### config.mk
export PLATFORM = sky130hd
export DESIGN_NAME = framed_bit_serializer_crc8
export DESIGN_NICKNAME = d
export VERILOG_FILES = /design/src/hdl/fbs_pkg.sv /design/src/hdl/fbs_front.sv /design/src/hdl/fbs_queue.sv /design/src/hdl/fbs_back.sv /design/src/hdl/framed_bit_serializer_crc8.sv
export SDC_FILE = /design/constraint.sdc
export NUM_CORES = 1
export LEC_CHECK = 0
export BUFFER_PORTS_ARGS = -buffer_cell sky130_fd_sc_hd__buf_2
export CAP_MARGIN = 20
export CORE_ASPECT_RATIO = 1.5
export CORE_MARGIN = 2
export CORE_UTILIZATION = 30
export DETAILED_ROUTE_END_ITERATION = 8
export SYNTH_ARGS = -nofsm -noshare
export SYNTH_HDL_FRONTEND = slang
export SYNTH_HIERARCHICAL = 1
export SYNTH_SLANG_ARGS = --single-unit
### constraint.sdc
create_clock -name clk -period 3.2 [get_ports clk]
set_input_delay 0.16 -clock clk [delete_from_list [all_inputs] [get_ports clk]]
set_output_delay 0.16 -clock clk [all_outputs]
set_load 0.01 [all_outputs]
### src/hdl/fbs_pkg.sv
// fbs_pkg: shared types, constants and the crc-8 step for the framed serializer
// used by every module of framed_bit_serializer_crc8; depends on nothing
package fbs_pkg;

  // default frame lengths, handed to the top level parameters
  localparam int unsigned PREAMBLE_LEN_DEF = 16;
  localparam int unsigned TRAILER_LEN_DEF  = 10;

  // crc-8, polynomial x^8 + x^2 + x + 1, msb first, initial value zero
  localparam logic [7:0] CRC_POLY = 8'h07;
  localparam logic [7:0] CRC_INIT = 8'h00;

  // start bit, eight data bits, stop bit
  localparam int unsigned FRAME_BITS = 10;
  localparam logic        START_BIT  = 1'b0;
  localparam logic        STOP_BIT   = 1'b1;
  localparam logic        IDLE_BIT   = 1'b1;

  // job queue between front and back
  localparam int unsigned QUEUE_AW    = 2;
  localparam int unsigned QUEUE_DEPTH = 1 << QUEUE_AW;

  // input word
  typedef struct packed {
    logic [7:0] data_byte;
    logic       last_byte;
  } fbs_in_t;

  // output word, one line bit
  typedef struct packed {
    logic line_bit;
    logic run_last;
    logic block_done;
  } fbs_out_t;

  // one classified byte waiting for the serializer
  typedef struct packed {
    logic [7:0] data_byte;
    logic [7:0] crc;        // crc including this byte, sent when last is set
    logic       first;      // preamble goes out ahead of this byte
    logic       last;       // crc frame and trailer follow this byte
  } fbs_job_t;

  // queue status seen by the front and the back
  typedef struct packed {
    logic full;
    logic empty;
  } fbs_qstat_t;

  // serializer phases
  typedef enum logic [4:0] {
    ST_IDLE = 5'b00001,
    ST_PRE  = 5'b00010,
    ST_DATA = 5'b00100,
    ST_CRC  = 5'b01000,
    ST_TRL  = 5'b10000
  } fbs_state_t;

  // crc over one byte, eight shift steps
  function automatic logic [7:0] crc_update(input logic [7:0] crc, input logic [7:0] data);
    logic [7:0] c;
    c = crc ^ data;
    for (int i = 0; i < 8; i++) begin
      if (c[7]) begin
        c = {c[6:0], 1'b0} ^ CRC_POLY;
      end else begin
        c = {c[6:0], 1'b0};
      end
    end
    return c;
  endfunction

endpackage

### src/hdl/fbs_front.sv
// fbs_front: accepts input words, keeps the running crc and block position,
// and builds one job per byte; depends on fbs_pkg
module fbs_front (
  input  logic                clk,
  input  logic                rst_n,
  input  logic                in_valid,
  input  fbs_pkg::fbs_in_t    in_data,
  output logic                in_stall,
  input  fbs_pkg::fbs_qstat_t q_stat,
  output logic                push,
  output fbs_pkg::fbs_job_t   push_job
);

  logic [7:0] crc_r, crc_nxt;
  logic       inside_r, inside_nxt;
  logic [7:0] crc_upd;

  // accept whenever the queue has room
  assign in_stall = q_stat.full;
  assign push     = in_valid & ~q_stat.full;

  // classify the byte and fold it into the crc
  assign crc_upd            = fbs_pkg::crc_update(crc_r, in_data.data_byte);
  assign push_job.data_byte = in_data.data_byte;
  assign push_job.crc       = crc_upd;
  assign push_job.first     = ~inside_r;
  assign push_job.last      = in_data.last_byte;

  // block state: crc restarts after the last byte
  always_comb begin
    crc_nxt    = crc_r;
    inside_nxt = inside_r;
    if (push) begin
      crc_nxt    = in_data.last_byte ? fbs_pkg::CRC_INIT : crc_upd;
      inside_nxt = ~in_data.last_byte;
    end
  end

  always_ff @(posedge clk) begin
    if (!rst_n) begin
      crc_r    <= fbs_pkg::CRC_INIT;
      inside_r <= 1'b0;
    end else begin
      crc_r    <= crc_nxt;
      inside_r <= inside_nxt;
    end
  end

endmodule

### src/hdl/fbs_queue.sv
// fbs_queue: small first-in first-out store of jobs between front and back
// depends on fbs_pkg
module fbs_queue (
  input  logic                clk,
  input  logic                rst_n,
  input  logic                push,
  input  fbs_pkg::fbs_job_t   push_job,
  input  logic                pop,
  output fbs_pkg::fbs_job_t   pop_job,
  output fbs_pkg::fbs_qstat_t q_stat
);

  localparam int unsigned AW = fbs_pkg::QUEUE_AW;
  localparam int unsigned CW = AW + 1;

  fbs_pkg::fbs_job_t mem_r [fbs_pkg::QUEUE_DEPTH];
  logic [AW-1:0]     wr_ptr_r, wr_ptr_nxt;
  logic [AW-1:0]     rd_ptr_r, rd_ptr_nxt;
  logic [CW-1:0]     count_r, count_nxt;
  logic              do_push, do_pop;

  assign q_stat.full  = (count_r == CW'(fbs_pkg::QUEUE_DEPTH));
  assign q_stat.empty = (count_r == '0);
  assign do_push      = push & ~q_stat.full;
  assign do_pop       = pop & ~q_stat.empty;
  assign pop_job      = mem_r[rd_ptr_r];

  // pointer and fill count update
  always_comb begin
    wr_ptr_nxt = do_push ? wr_ptr_r + 1'b1 : wr_ptr_r;
    rd_ptr_nxt = do_pop  ? rd_ptr_r + 1'b1 : rd_ptr_r;
    count_nxt  = count_r;
    if (do_push && !do_pop) begin
      count_nxt = count_r + 1'b1;
    end else if (do_pop && !do_push) begin
      count_nxt = count_r - 1'b1;
    end
  end

  always_ff @(posedge clk) begin
    if (!rst_n) begin
      wr_ptr_r <= '0;
      rd_ptr_r <= '0;
      count_r  <= '0;
    end else begin
      wr_ptr_r <= wr_ptr_nxt;
      rd_ptr_r <= rd_ptr_nxt;
      count_r  <= count_nxt;
    end
  end

  // storage, no reset needed
  always_ff @(posedge clk) begin
    if (do_push) begin
      mem_r[wr_ptr_r] <= push_job;
    end
  end

endmodule

### src/hdl/fbs_back.sv
// fbs_back: takes jobs from the queue, sends preamble, byte frame, crc frame and
// trailer to the output register, one bit per unstalled cycle; depends on fbs_pkg
module fbs_back #(
  parameter int unsigned PREAMBLE_LEN = fbs_pkg::PREAMBLE_LEN_DEF,
  parameter int unsigned TRAILER_LEN  = fbs_pkg::TRAILER_LEN_DEF
) (
  input  logic                clk,
  input  logic                rst_n,
  input  fbs_pkg::fbs_qstat_t q_stat,
  input  fbs_pkg::fbs_job_t   pop_job,
  output logic                pop,
  output logic                out_valid,
  output fbs_pkg::fbs_out_t   out_data,
  input  logic                out_stall
);

  localparam int unsigned MAX_A   = (PREAMBLE_LEN > TRAILER_LEN) ? PREAMBLE_LEN : TRAILER_LEN;
  localparam int unsigned MAX_LEN = (MAX_A > fbs_pkg::FRAME_BITS) ? MAX_A : fbs_pkg::FRAME_BITS;
  localparam int unsigned CNT_W   = $clog2(MAX_LEN);

  fbs_pkg::fbs_state_t st_r, st_nxt, adv_st;
  logic [CNT_W-1:0]    cnt_r, cnt_nxt, adv_cnt;
  fbs_pkg::fbs_job_t   job_r;
  logic                out_valid_r, out_valid_nxt;
  fbs_pkg::fbs_out_t   out_data_r, out_data_nxt;
  fbs_pkg::fbs_out_t   cur_bit;
  logic                emit, end_job;
  logic                frame_end, frame_bit;
  logic [7:0]          frame_byte;
  logic [2:0]          bit_idx;

  // a bit goes out when the output register is free or being taken
  assign emit = (st_r != fbs_pkg::ST_IDLE) && (!out_valid_r || !out_stall);

  // start and stop bit around eight data bits, lsb first
  assign frame_byte = (st_r == fbs_pkg::ST_CRC) ? job_r.crc : job_r.data_byte;
  assign bit_idx    = 3'(cnt_r - CNT_W'(1));
  assign frame_end  = (cnt_r == CNT_W'(fbs_pkg::FRAME_BITS - 1));
  always_comb begin
    if (cnt_r == '0) begin
      frame_bit = fbs_pkg::START_BIT;
    end else if (frame_end) begin
      frame_bit = fbs_pkg::STOP_BIT;
    end else begin
      frame_bit = frame_byte[bit_idx];
    end
  end

  // current bit and phase advance
  always_comb begin
    adv_st           = st_r;
    adv_cnt          = cnt_r + 1'b1;
    end_job          = 1'b0;
    cur_bit.line_bit   = fbs_pkg::IDLE_BIT;
    cur_bit.run_last   = 1'b0;
    cur_bit.block_done = 1'b0;
    unique case (st_r)
      fbs_pkg::ST_IDLE: begin
        adv_cnt = cnt_r;
      end
      fbs_pkg::ST_PRE: begin
        if (cnt_r == CNT_W'(PREAMBLE_LEN - 1)) begin
          adv_st  = fbs_pkg::ST_DATA;
          adv_cnt = '0;
        end
      end
      fbs_pkg::ST_DATA: begin
        cur_bit.line_bit = frame_bit;
        if (frame_end) begin
          adv_cnt = '0;
          if (job_r.last) begin
            adv_st = fbs_pkg::ST_CRC;
          end else begin
            end_job          = 1'b1;
            cur_bit.run_last = 1'b1;
          end
        end
      end
      fbs_pkg::ST_CRC: begin
        cur_bit.line_bit = frame_bit;
        if (frame_end) begin
          adv_st  = fbs_pkg::ST_TRL;
          adv_cnt = '0;
        end
      end
      fbs_pkg::ST_TRL: begin
        if (cnt_r == CNT_W'(TRAILER_LEN - 1)) begin
          end_job            = 1'b1;
          cur_bit.run_last   = 1'b1;
          cur_bit.block_done = 1'b1;
        end
      end
      default: begin
        adv_st = fbs_pkg::ST_IDLE;
      end
    endcase
  end

  // next job loads while idle or in the cycle the previous one sends its final bit
  assign pop = !q_stat.empty && ((st_r == fbs_pkg::ST_IDLE) || (emit && end_job));

  always_comb begin
    st_nxt  = st_r;
    cnt_nxt = cnt_r;
    if (pop) begin
      st_nxt  = pop_job.first ? fbs_pkg::ST_PRE : fbs_pkg::ST_DATA;
      cnt_nxt = '0;
    end else if (emit) begin
      st_nxt  = end_job ? fbs_pkg::ST_IDLE : adv_st;
      cnt_nxt = end_job ? '0 : adv_cnt;
    end
  end

  // output register
  always_comb begin
    out_valid_nxt = out_valid_r;
    out_data_nxt  = out_data_r;
    if (emit) begin
      out_valid_nxt = 1'b1;
      out_data_nxt  = cur_bit;
    end else if (!out_stall) begin
      out_valid_nxt = 1'b0;
    end
  end

  always_ff @(posedge clk) begin
    if (!rst_n) begin
      st_r        <= fbs_pkg::ST_IDLE;
      cnt_r       <= '0;
      out_valid_r <= 1'b0;
    end else begin
      st_r        <= st_nxt;
      cnt_r       <= cnt_nxt;
      out_valid_r <= out_valid_nxt;
    end
  end

  // payload registers
  always_ff @(posedge clk) begin
    out_data_r <= out_data_nxt;
    if (pop) begin
      job_r <= pop_job;
    end
  end

  assign out_valid = out_valid_r;
  assign out_data  = out_data_r;

endmodule

### src/hdl/framed_bit_serializer_crc8.sv
// framed_bit_serializer_crc8: top level, front classifier, job queue, serializer
// depends on fbs_pkg, fbs_front, fbs_queue, fbs_back
//
// Usage
//   Input channel (in_valid, in_data, in_stall) takes one payload byte per word;
//   in_data.last_byte marks the end of a block. Blocks hold at least one byte.
//   Output channel (out_valid, out_data, out_stall) gives one line bit per word:
//   a preamble of PREAMBLE_LEN ones ahead of the first byte of a block, each byte
//   as start bit, eight data bits lsb first and stop bit, and after the last byte
//   the crc-8 (poly 0x07, init 0) framed the same way and TRAILER_LEN ones.
//   run_last flags the final bit caused by a byte, block_done the final trailer bit.
// Timing
//   The serializer sends one bit per cycle while out_stall does not hold it. When the
//   serializer is idle, an accepted byte passes through the job queue, the job register
//   and the output register before its first bit appears.
//   A 4-entry job queue lets bytes be accepted ahead while bits are still going out;
//   in_stall rises only when that queue is full.
// Reset and stall
//   Reset empties the queue, clears the crc and starts a new block. While out_stall
//   is high while out_valid is set, the current bit holds on out_data and the serializer waits.
module framed_bit_serializer_crc8 #(
  parameter int unsigned PREAMBLE_LEN = fbs_pkg::PREAMBLE_LEN_DEF,
  parameter int unsigned TRAILER_LEN  = fbs_pkg::TRAILER_LEN_DEF
) (
  input  logic              clk,
  input  logic              rst_n,
  input  logic              in_valid,
  input  fbs_pkg::fbs_in_t  in_data,
  output logic              in_stall,
  output logic              out_valid,
  output fbs_pkg::fbs_out_t out_data,
  input  logic              out_stall
);

  fbs_pkg::fbs_qstat_t q_stat;
  fbs_pkg::fbs_job_t   push_job, pop_job;
  logic                push, pop;

  // byte classification and crc
  fbs_front u_front (
    .clk      (clk),
    .rst_n    (rst_n),
    .in_valid (in_valid),
    .in_data  (in_data),
    .in_stall (in_stall),
    .q_stat   (q_stat),
    .push     (push),
    .push_job (push_job)
  );

  // job queue
  fbs_queue u_queue (
    .clk      (clk),
    .rst_n    (rst_n),
    .push     (push),
    .push_job (push_job),
    .pop      (pop),
    .pop_job  (pop_job),
    .q_stat   (q_stat)
  );

  // bit serializer
  fbs_back #(
    .PREAMBLE_LEN (PREAMBLE_LEN),
    .TRAILER_LEN  (TRAILER_LEN)
  ) u_back (
    .clk       (clk),
    .rst_n     (rst_n),
    .q_stat    (q_stat),
    .pop_job   (pop_job),
    .pop       (pop),
    .out_valid (out_valid),
    .out_data  (out_data),
    .out_stall (out_stall)
  );

endmodule

==> summary.txt, run 1 <==
Place
  • Routability cong.: 0.7930
  • Placed Instances: 551
  • Port Buffer Count: 17
  • Placement Cell Area: 0.005585 sq mm
  • Post-DP HPWL: 6807 um

STA
  • Worst Skew: 0.01219 ns
  • Min cycle time layout: 2.779 ns
  • Final hold viol count: 0
  • Setup TNS Final: 0 ns
  • Final setup fails: 0
  • Worst-Margin Slew: 0.8108 ns
  • Slew headroom: 45.87%
  • RSZ-0062 raised after global routing: no
  • Fmax: 359.9 MHz
  • Final Slew Violations: 0
  • Final period utilization: 86.84%

Global route
  • Met2 usage: 20.30%
  • Initial antenna violation count: 0
  • GR Util met1: 11.84%
  • Vias in the first global route: 3034
  • Largest net degree at the start of global routing: 23
  • First-pass GRT wire length: 15860 um
  • Met3 usage: 2.787%
  • GRT Total Usage: 11.17%
  • GR Overflow Total: 0
  • Most crowded layer after global routing: met2

Clock network
  • Clk sinks: 120
  • CTS max path bufs: 2
  • Inserted Clock Buffers: 17
  • Clock-pin slew on the worst setup and hold paths: 0.06 ns
  • Htree depth: 4
  • CTS tree: built
  • Worst skew pair latency: 0.41 ns
  • Post-CTS setup repair buffer count: 0
  • Root Buffer: clkbuf_16

Synthesis
  • Sequential fraction of the synthesis area: 62.22%
  • Mapped Cells: 334
  • Most used DFF post-synth: edfxtp_1
  • Library cells used by synthesis: 60
  • Ranking of synthesized cells by area: edfxtp_1, dfxtp_1, mux4_2
  • Number of synthesized flops with an enable pin: 92
  • Ys Warns: 6
  • Syn_nets: 356
  • Synth top area share: 51.72%
  • Leading area contributor after synthesis: edfxtp_1
  • Ys async rst share: 0%
  • Avg Inst Size Synth: 15.99 sq um
  • #FFs+latches synth: 120
  • Post-Syn Area: 0.005341 sq mm

Min path
  • Hold depth: 1
  • Type of the worst min-delay path: in2reg

Worst setup path
  • Startpoint Class: flip-flop
  • Crit-path max FO: 5
  • CP required: 3.55 ns
  • Setup CP Type: reg2reg
  • Worst Setup End Kind: flip-flop
  • Worst Reg2Reg Path Length in Cells: 14
  • Critical Path AT: 3.13 ns

Floorplan
  • Die span in x: 113.0 um
  • Chip height: 167.4 um
  • Starting density of the core: 30.66%
  • Core Region: 0.01742 sq mm
  • Die area: 0.01891 sq mm
  • # IOs: 18
  • Rows: 59

Final layout
  • Number of diodes: 0
  • Synth-to-Final Area Change: 15.37%
  • Most frequent cells in the layout: edfxtp_1, dfxtp_1, mux4_2, clkbuf_16, buf_2
  • Fin nets: 381
  • Post-Layout Inst Area: 0.006162 sq mm
  • Non-filler cells, final: 585
  • Layout cells sized above 1: 27.69%
  • Commonest non-fill, non-tap cell in the layout: edfxtp_1

Detailed routing
  • First-pass DRT Iterations: 4
  • Vias per cell: 4.786
  • Vias post-DR: 2800
  • Detailed Route WL: 9753 um
  • Starting DRT DRC Count: 138
  • Antenna Nets Post-Route: 0
  • DRC viols: 0
  • Average routed wire per standard cell: 16.67 um

Power and ir drop
  • Power per cell area: 969.4 mW/mm^2
  • Overall Power: 5.974 mW
  • Leak Pwr: 2.175 nW
  • Worst vdd ir: 0.0004339 V

Run status
  • Status: finished, final reports clean

Flow run
  • # Max-Cap Violations: 0
## where the power goes
part / internal [mW] / switching, mW
sequential: 2.26 / 0.211
combinational: 0.801 / 0.936
clock: 1.02 / 0.743
total: 4.08 / 1.89
## final timing paths
path                                        endpoint  slack, ns             from
worst max register to register    u_queue/count_r[2]       0.42  u_back/cnt_r[1]
worst min-delay path            u_queue/mem_r[1][16]       0.01       in_data[7]
worst max-delay path              u_queue/count_r[2]       0.42  u_back/cnt_r[1]
worst min register to register       u_back/cnt_r[1]       0.50  u_back/cnt_r[1]
## final cells by class
type	instances	area (sq um)
Inverter	14	52.55
Multi-Input combinational cell	176	1775
Timing Repair Buffer	30	187.7
Sequential cell	120	3323
Clock inverter	15	131.4
Clock buffer	17	425.4
Tap cell	213	266.5
Fill cell	1667	11260
## through the flow
| stage | util (%) | setup slack [ns] | hold slack (ns) |
|---|---|---|---|
| after global placement | 32.06 | 0.5704 | 0.4035 |
| after global routing | 35.37 | 0.2507 | 0.00002109 |
| after detailed placement | 32.06 | 0.4599 | 0.4118 |
| after CTS | 35.37 | 0.4410 | 0.004562 |
| after floorplan | - | 0.2572 | 0.2311 |
| final | 35.37 | 0.4212 | 0.01027 |
## cell families after synthesis
family,count (synthesis),synth area share (%)
multiplexers,29,10.61
adder cells (fa/ha/maj),9,2.249
AND/OR/NAND/NOR,76,8.386
flip-flops,120,62.22
XOR/XNOR,28,6.864
buffers and inverters,38,4.544
AO/OA/AOI/OAI,34,5.130
## synthesized netlist by cell type, drive strengths merged (7+ instances only)
library cell  instances
mux4                 22
xnor3                 8
dfxtp                28
xnor2                15
buf                  22
nand2                14
ha                    8
edfxtp               92
a21oi                 7
nor2                 14
inv                  14
and2                  8
## registers in the layout, summed over array words and instances (netlist names), 3 cells and up, named ones only
register,cells
u_back/out_data,3
u_queue/count_r,3
u_back/cnt_r,4
u_queue/mem_r,72
u_back/job_r,17
u_front/crc_r,8
u_back/st_r,5
## layer usage
| layer | part of all wire [%] | wire (um) | up-vias |
|---|---|---|---|
| met1 | 39 | 3807 | 1431 |
| met3 | 2.3 | 226 | 15 |
| met4 | 2.6 | 254 | 0 |
| li1 | - | - | 1310 |
| met2 | 56 | 5464 | 44 |
| met5 | 0 | 0 | - |
## critical path, cell delays in order (launching register included)
cell,delay (ns)
dfxtp_1,0.37
inv_1,0.09
ha_1,0.19
and3b_2,0.25
o211ai_2,0.14
inv_2,0.11
nand2_1,0.10
a21oi_2,0.07
o31ai_2,0.11
ha_1,0.25
inv_1,0.07
fa_1,0.38
xor2_1,0.16
or3_1,0.31
a21boi_1,0.14
## what timing repair did
item,in CTS,in global routing
gates resized for setup,0,0
endpoints found under the hold margin,8,0
hold buffers,2,0
Note: power is estimated with default switching activity, not from simulation.
==> inputs of run 2 (changes only) <==
SKIP_CTS_REPAIR_TIMING = 1   (was default)
SYNTH_HIERARCHICAL = default   (was 1)
==> summary.txt, run 2 <==
Run status
  • Status: finished, final reports clean

Floorplan
  • Chip height: 163.9 um (-2.1%)
  • Rows: 58 (-1.7%)
  • Die span in x: 110.6 um (-2.1%)
  • # IOs: 18 (unchanged)
  • Die area: 0.01812 sq mm (-4.2%)
  • Starting density of the core: 30.49% (-0.17 points)
  • Core Region: 0.01676 sq mm (-3.8%)

STA
  • Worst setup margin: 0.6194 ns (+0.1982 ns)
  • Final setup fails: 0 (unchanged)
  • Setup TNS Final: 0 ns (unchanged)
  • Worst-Margin Slew: 0.9435 ns (+0.1326 ns)
  • Final Slew Violations: 0 (unchanged)
  • Min cycle time layout: 2.581 ns (-0.1982 ns)
  • Worst Skew: 0.009194 ns (-0.002995 ns)
  • Slew headroom: 37.02% (-8.9 points)
  • Final hold viol count: 0 (unchanged)
  • Final period utilization: 80.64% (-6.2 points)
  • RSZ-0062 raised after global routing: no
  • Fmax: 387.5 MHz (+7.7%)

Synthesis
  • #FFs+latches synth: 120 (unchanged)
  • Most used DFF post-synth: edfxtp_1
  • Number of synthesized flops with an enable pin: 92 (unchanged)
  • Post-synth top cells: edfxtp_1, dfxtp_1, xnor2_1, mux4_2, nor2_1
  • Ys async rst share: 0% (unchanged)
  • Mapped Cells: 335 (+0.30%)
  • Ranking of synthesized cells by area: edfxtp_1, dfxtp_1, mux4_2
  • Synth top area share: 54.05% (+2.3 points)
  • Syn_nets: 357 (+0.28%)
  • Sequential fraction of the synthesis area: 65.02% (+2.8 points)
  • Ys Warns: 0 (-6)
  • Avg Inst Size Synth: 15.26 sq um (-4.6%)
  • Library cells used by synthesis: 61 (+1.7%)
  • Leading area contributor after synthesis: edfxtp_1
  • Post-Syn Area: 0.005111 sq mm (-4.3%)
  • Count leader, synth: edfxtp_1

Power and ir drop
  • Switching Share: 29.57% (-2.1 points)
  • Leak Pwr: 2.074 nW (-4.6%)
  • Int Power: 4.008 mW (-1.8%)
  • Worst vdd ir: 0.0003378 V (-22%)
  • Comb power frac: 24.9% (-4.2 points)
  • Power per cell area: 938.4 mW/mm^2 (-3.2%)
  • Clock power frac: 33.8% (+4.3 points)
  • Switching pwr: 1.683 mW (-11%)
  • Flop pwr share: 41.3% (about the same)

Global route
  • GR Overflow Total: 0 (unchanged)
  • Vias in the first global route: 3035 (+0.033%)
  • Largest net degree at the start of global routing: 21 (-8.7%)
  • GRT Total Usage: 11.58% (+0.41 points)
  • First-pass GRT wire length: 16060 um (+1.3%)
  • Initial antenna violation count: 0 (unchanged)

Detailed routing
  • First-pass DRT Iterations: 4 (unchanged)
  • Antenna Nets Post-Route: 0 (unchanged)
  • Vias per cell: 4.902 (+2.4%)
  • Average routed wire per standard cell: 16.83 um (+0.96%)
  • Detailed Route WL: 9948 um (+2.0%)
  • Vias post-DR: 2897 (+3.5%)
  • Starting DRT DRC Count: 188 (+36%)
  • DRC viols: 0 (unchanged)

Flow run
  • # Max-Cap Violations: 0 (unchanged)

Final layout
  • Post-Layout Inst Area: 0.006065 sq mm (-1.6%)
  • Non-filler cells, final: 591 (+1.0%)
  • Fin nets: 390 (+2.4%)
  • Synth-to-Final Area Change: 18.65%
  • Largest register by flop count: u_queue.mem_r
  • Largest register FFs: 72 (unchanged)
  • Most frequent cells in the layout: edfxtp_1, dfxtp_1, xnor2_1, mux4_2
  • Number of diodes: 0 (unchanged)
  • Layout cells sized above 1: 23.88% (-3.8 points)
  • Commonest non-fill, non-tap cell in the layout: edfxtp_1
  • Top flop regs: u_queue.mem_r x72, u_back.job_r x17, u_front.crc_r x8

Worst setup path
  • CP cell instances: nor3b_1 -> nand2b_1 -> inv_1 -> ha_1 -> inv_1 -> fa_1 -> xor2_1 -> or3_1 -> a21oi_1
  • Worst r2r src: u_queue.count_r[0]
  • Setup CP Type: reg2reg
  • CP required: 3.54 ns (about the same)
  • Crit path from: u_queue.count_r[0]
  • Crit-path max FO: 13 (+8)
  • WP depth: 9 (-5)
  • Worst Reg2Reg Path Length in Cells: 9 (-5)
  • Worst Setup End Kind: flip-flop
  • RR Endpoint: u_queue.count_r[2]
  • Critical Path AT: 2.92 ns (-0.21 ns)
  • Cell with the most instances on the worst path: inv_1
  • Worst Setup EP: u_queue.count_r[2]
  • Worst path max stage delay: 0.42 ns (+0.04 ns)
  • Bufs and invs on worst path: 2 (-1)
  • Delay-heaviest family, CP: simple AND/OR/NAND/NOR gates
  • Slowest CP cell: dfxtp_1
  • Worst reg2reg setup slack: 0.62 ns (+0.20 ns)
  • Startpoint Class: flip-flop

Clock network
  • Root Buffer: clkbuf_16
  • Worst skew pair latency: 0.41 ns (about the same)
  • Clk sinks: 120 (unchanged)
  • CTS max path bufs: 2 (unchanged)
  • Htree depth: 4 (unchanged)
  • Clock-pin slew on the worst setup and hold paths: 0.06 ns (about the same)
  • CTS tree: built
  • Inserted Clock Buffers: 17 (unchanged)

Place
  • Placed Instances: 558 (+1.3%)
  • Post-DP HPWL: 6750 um (-0.83%)
  • Pre-CTS setup slack: 0.6223 ns (+0.1623 ns)
  • Port Buffer Count: 17 (unchanged)
  • Placement Cell Area: 0.005451 sq mm (-2.4%)
  • Routability cong.: 0.7942 (+0.15%)

Min path
  • Type of the worst min-delay path: in2reg
[run 2: worst min path at each step]
stage                     from                   end  slack, ns  depth (start not counted)
floorplan                rst_n        u_back.st_r[0]       0.23                          1
global placement    in_data[8]  u_queue.mem_r[2][17]       0.41                          1
detailed placement  in_data[8]  u_queue.mem_r[3][17]       0.42                          1
CTS                 in_data[1]  u_queue.mem_r[3][10]     -0.009                          1
global route        in_data[6]  u_queue.mem_r[1][15]      0.002                          1
finish              in_data[1]  u_queue.mem_r[3][10]      0.004                          1
[run 2: cell type report]
type,count,area (sq um)
fillers,1550,10700
repair buffers,29,177.7
clock buffers,17,425.4
flip-flops and latches,120,3323
inverters,14,52.55
well taps,210,262.8
multi-input cells,186,1645
clock inverters,15,177.7
[run 2: through the flow]
step,power (mW),utilization [%],hold WS (ns)
2_1_floorplan,3.400,-,0.2318
3_3_place_gp,3.744,32.52,0.4114
3_5_place_dp,3.811,32.52,0.4225
4_1_cts,5.755,36.12,-0.009154
5_1_grt,5.985,36.18,0.001791
6_report,5.691,36.18,0.004361
[run 2: per-layer routing]
metal	track usage (%)	vias up	wire, um
li1	-	1353	-
met1	11.85	1474	3879
met2	22.06	56	5590
met3	2.989	14	308
met4	5.170	0	170
met5	0	-	0
[run 2: logic make-up after synthesis]
| family | synth area share [%] |
|---|---|
| AOI/OAI and AO/OA | 7.148 |
| xor gates and xnor gates | 4.627 |
| adders and majority gates | 2.350 |
| buffers and inverters | 2.790 |
| DFF | 65.02 |
| muxes | 9.155 |
| and+or+nand+nor | 8.911 |
[run 2: power groups by stage]
stage,Combinational [mW],Sequential [mW],Clock (mW)
final,1.41,2.35,1.93
after global routing,1.56,2.39,2.03
after CTS,1.43,2.36,1.96
after detailed placement,1.42,2.39,0
after global placement,1.37,2.37,0
after floorplan,1.13,2.27,0
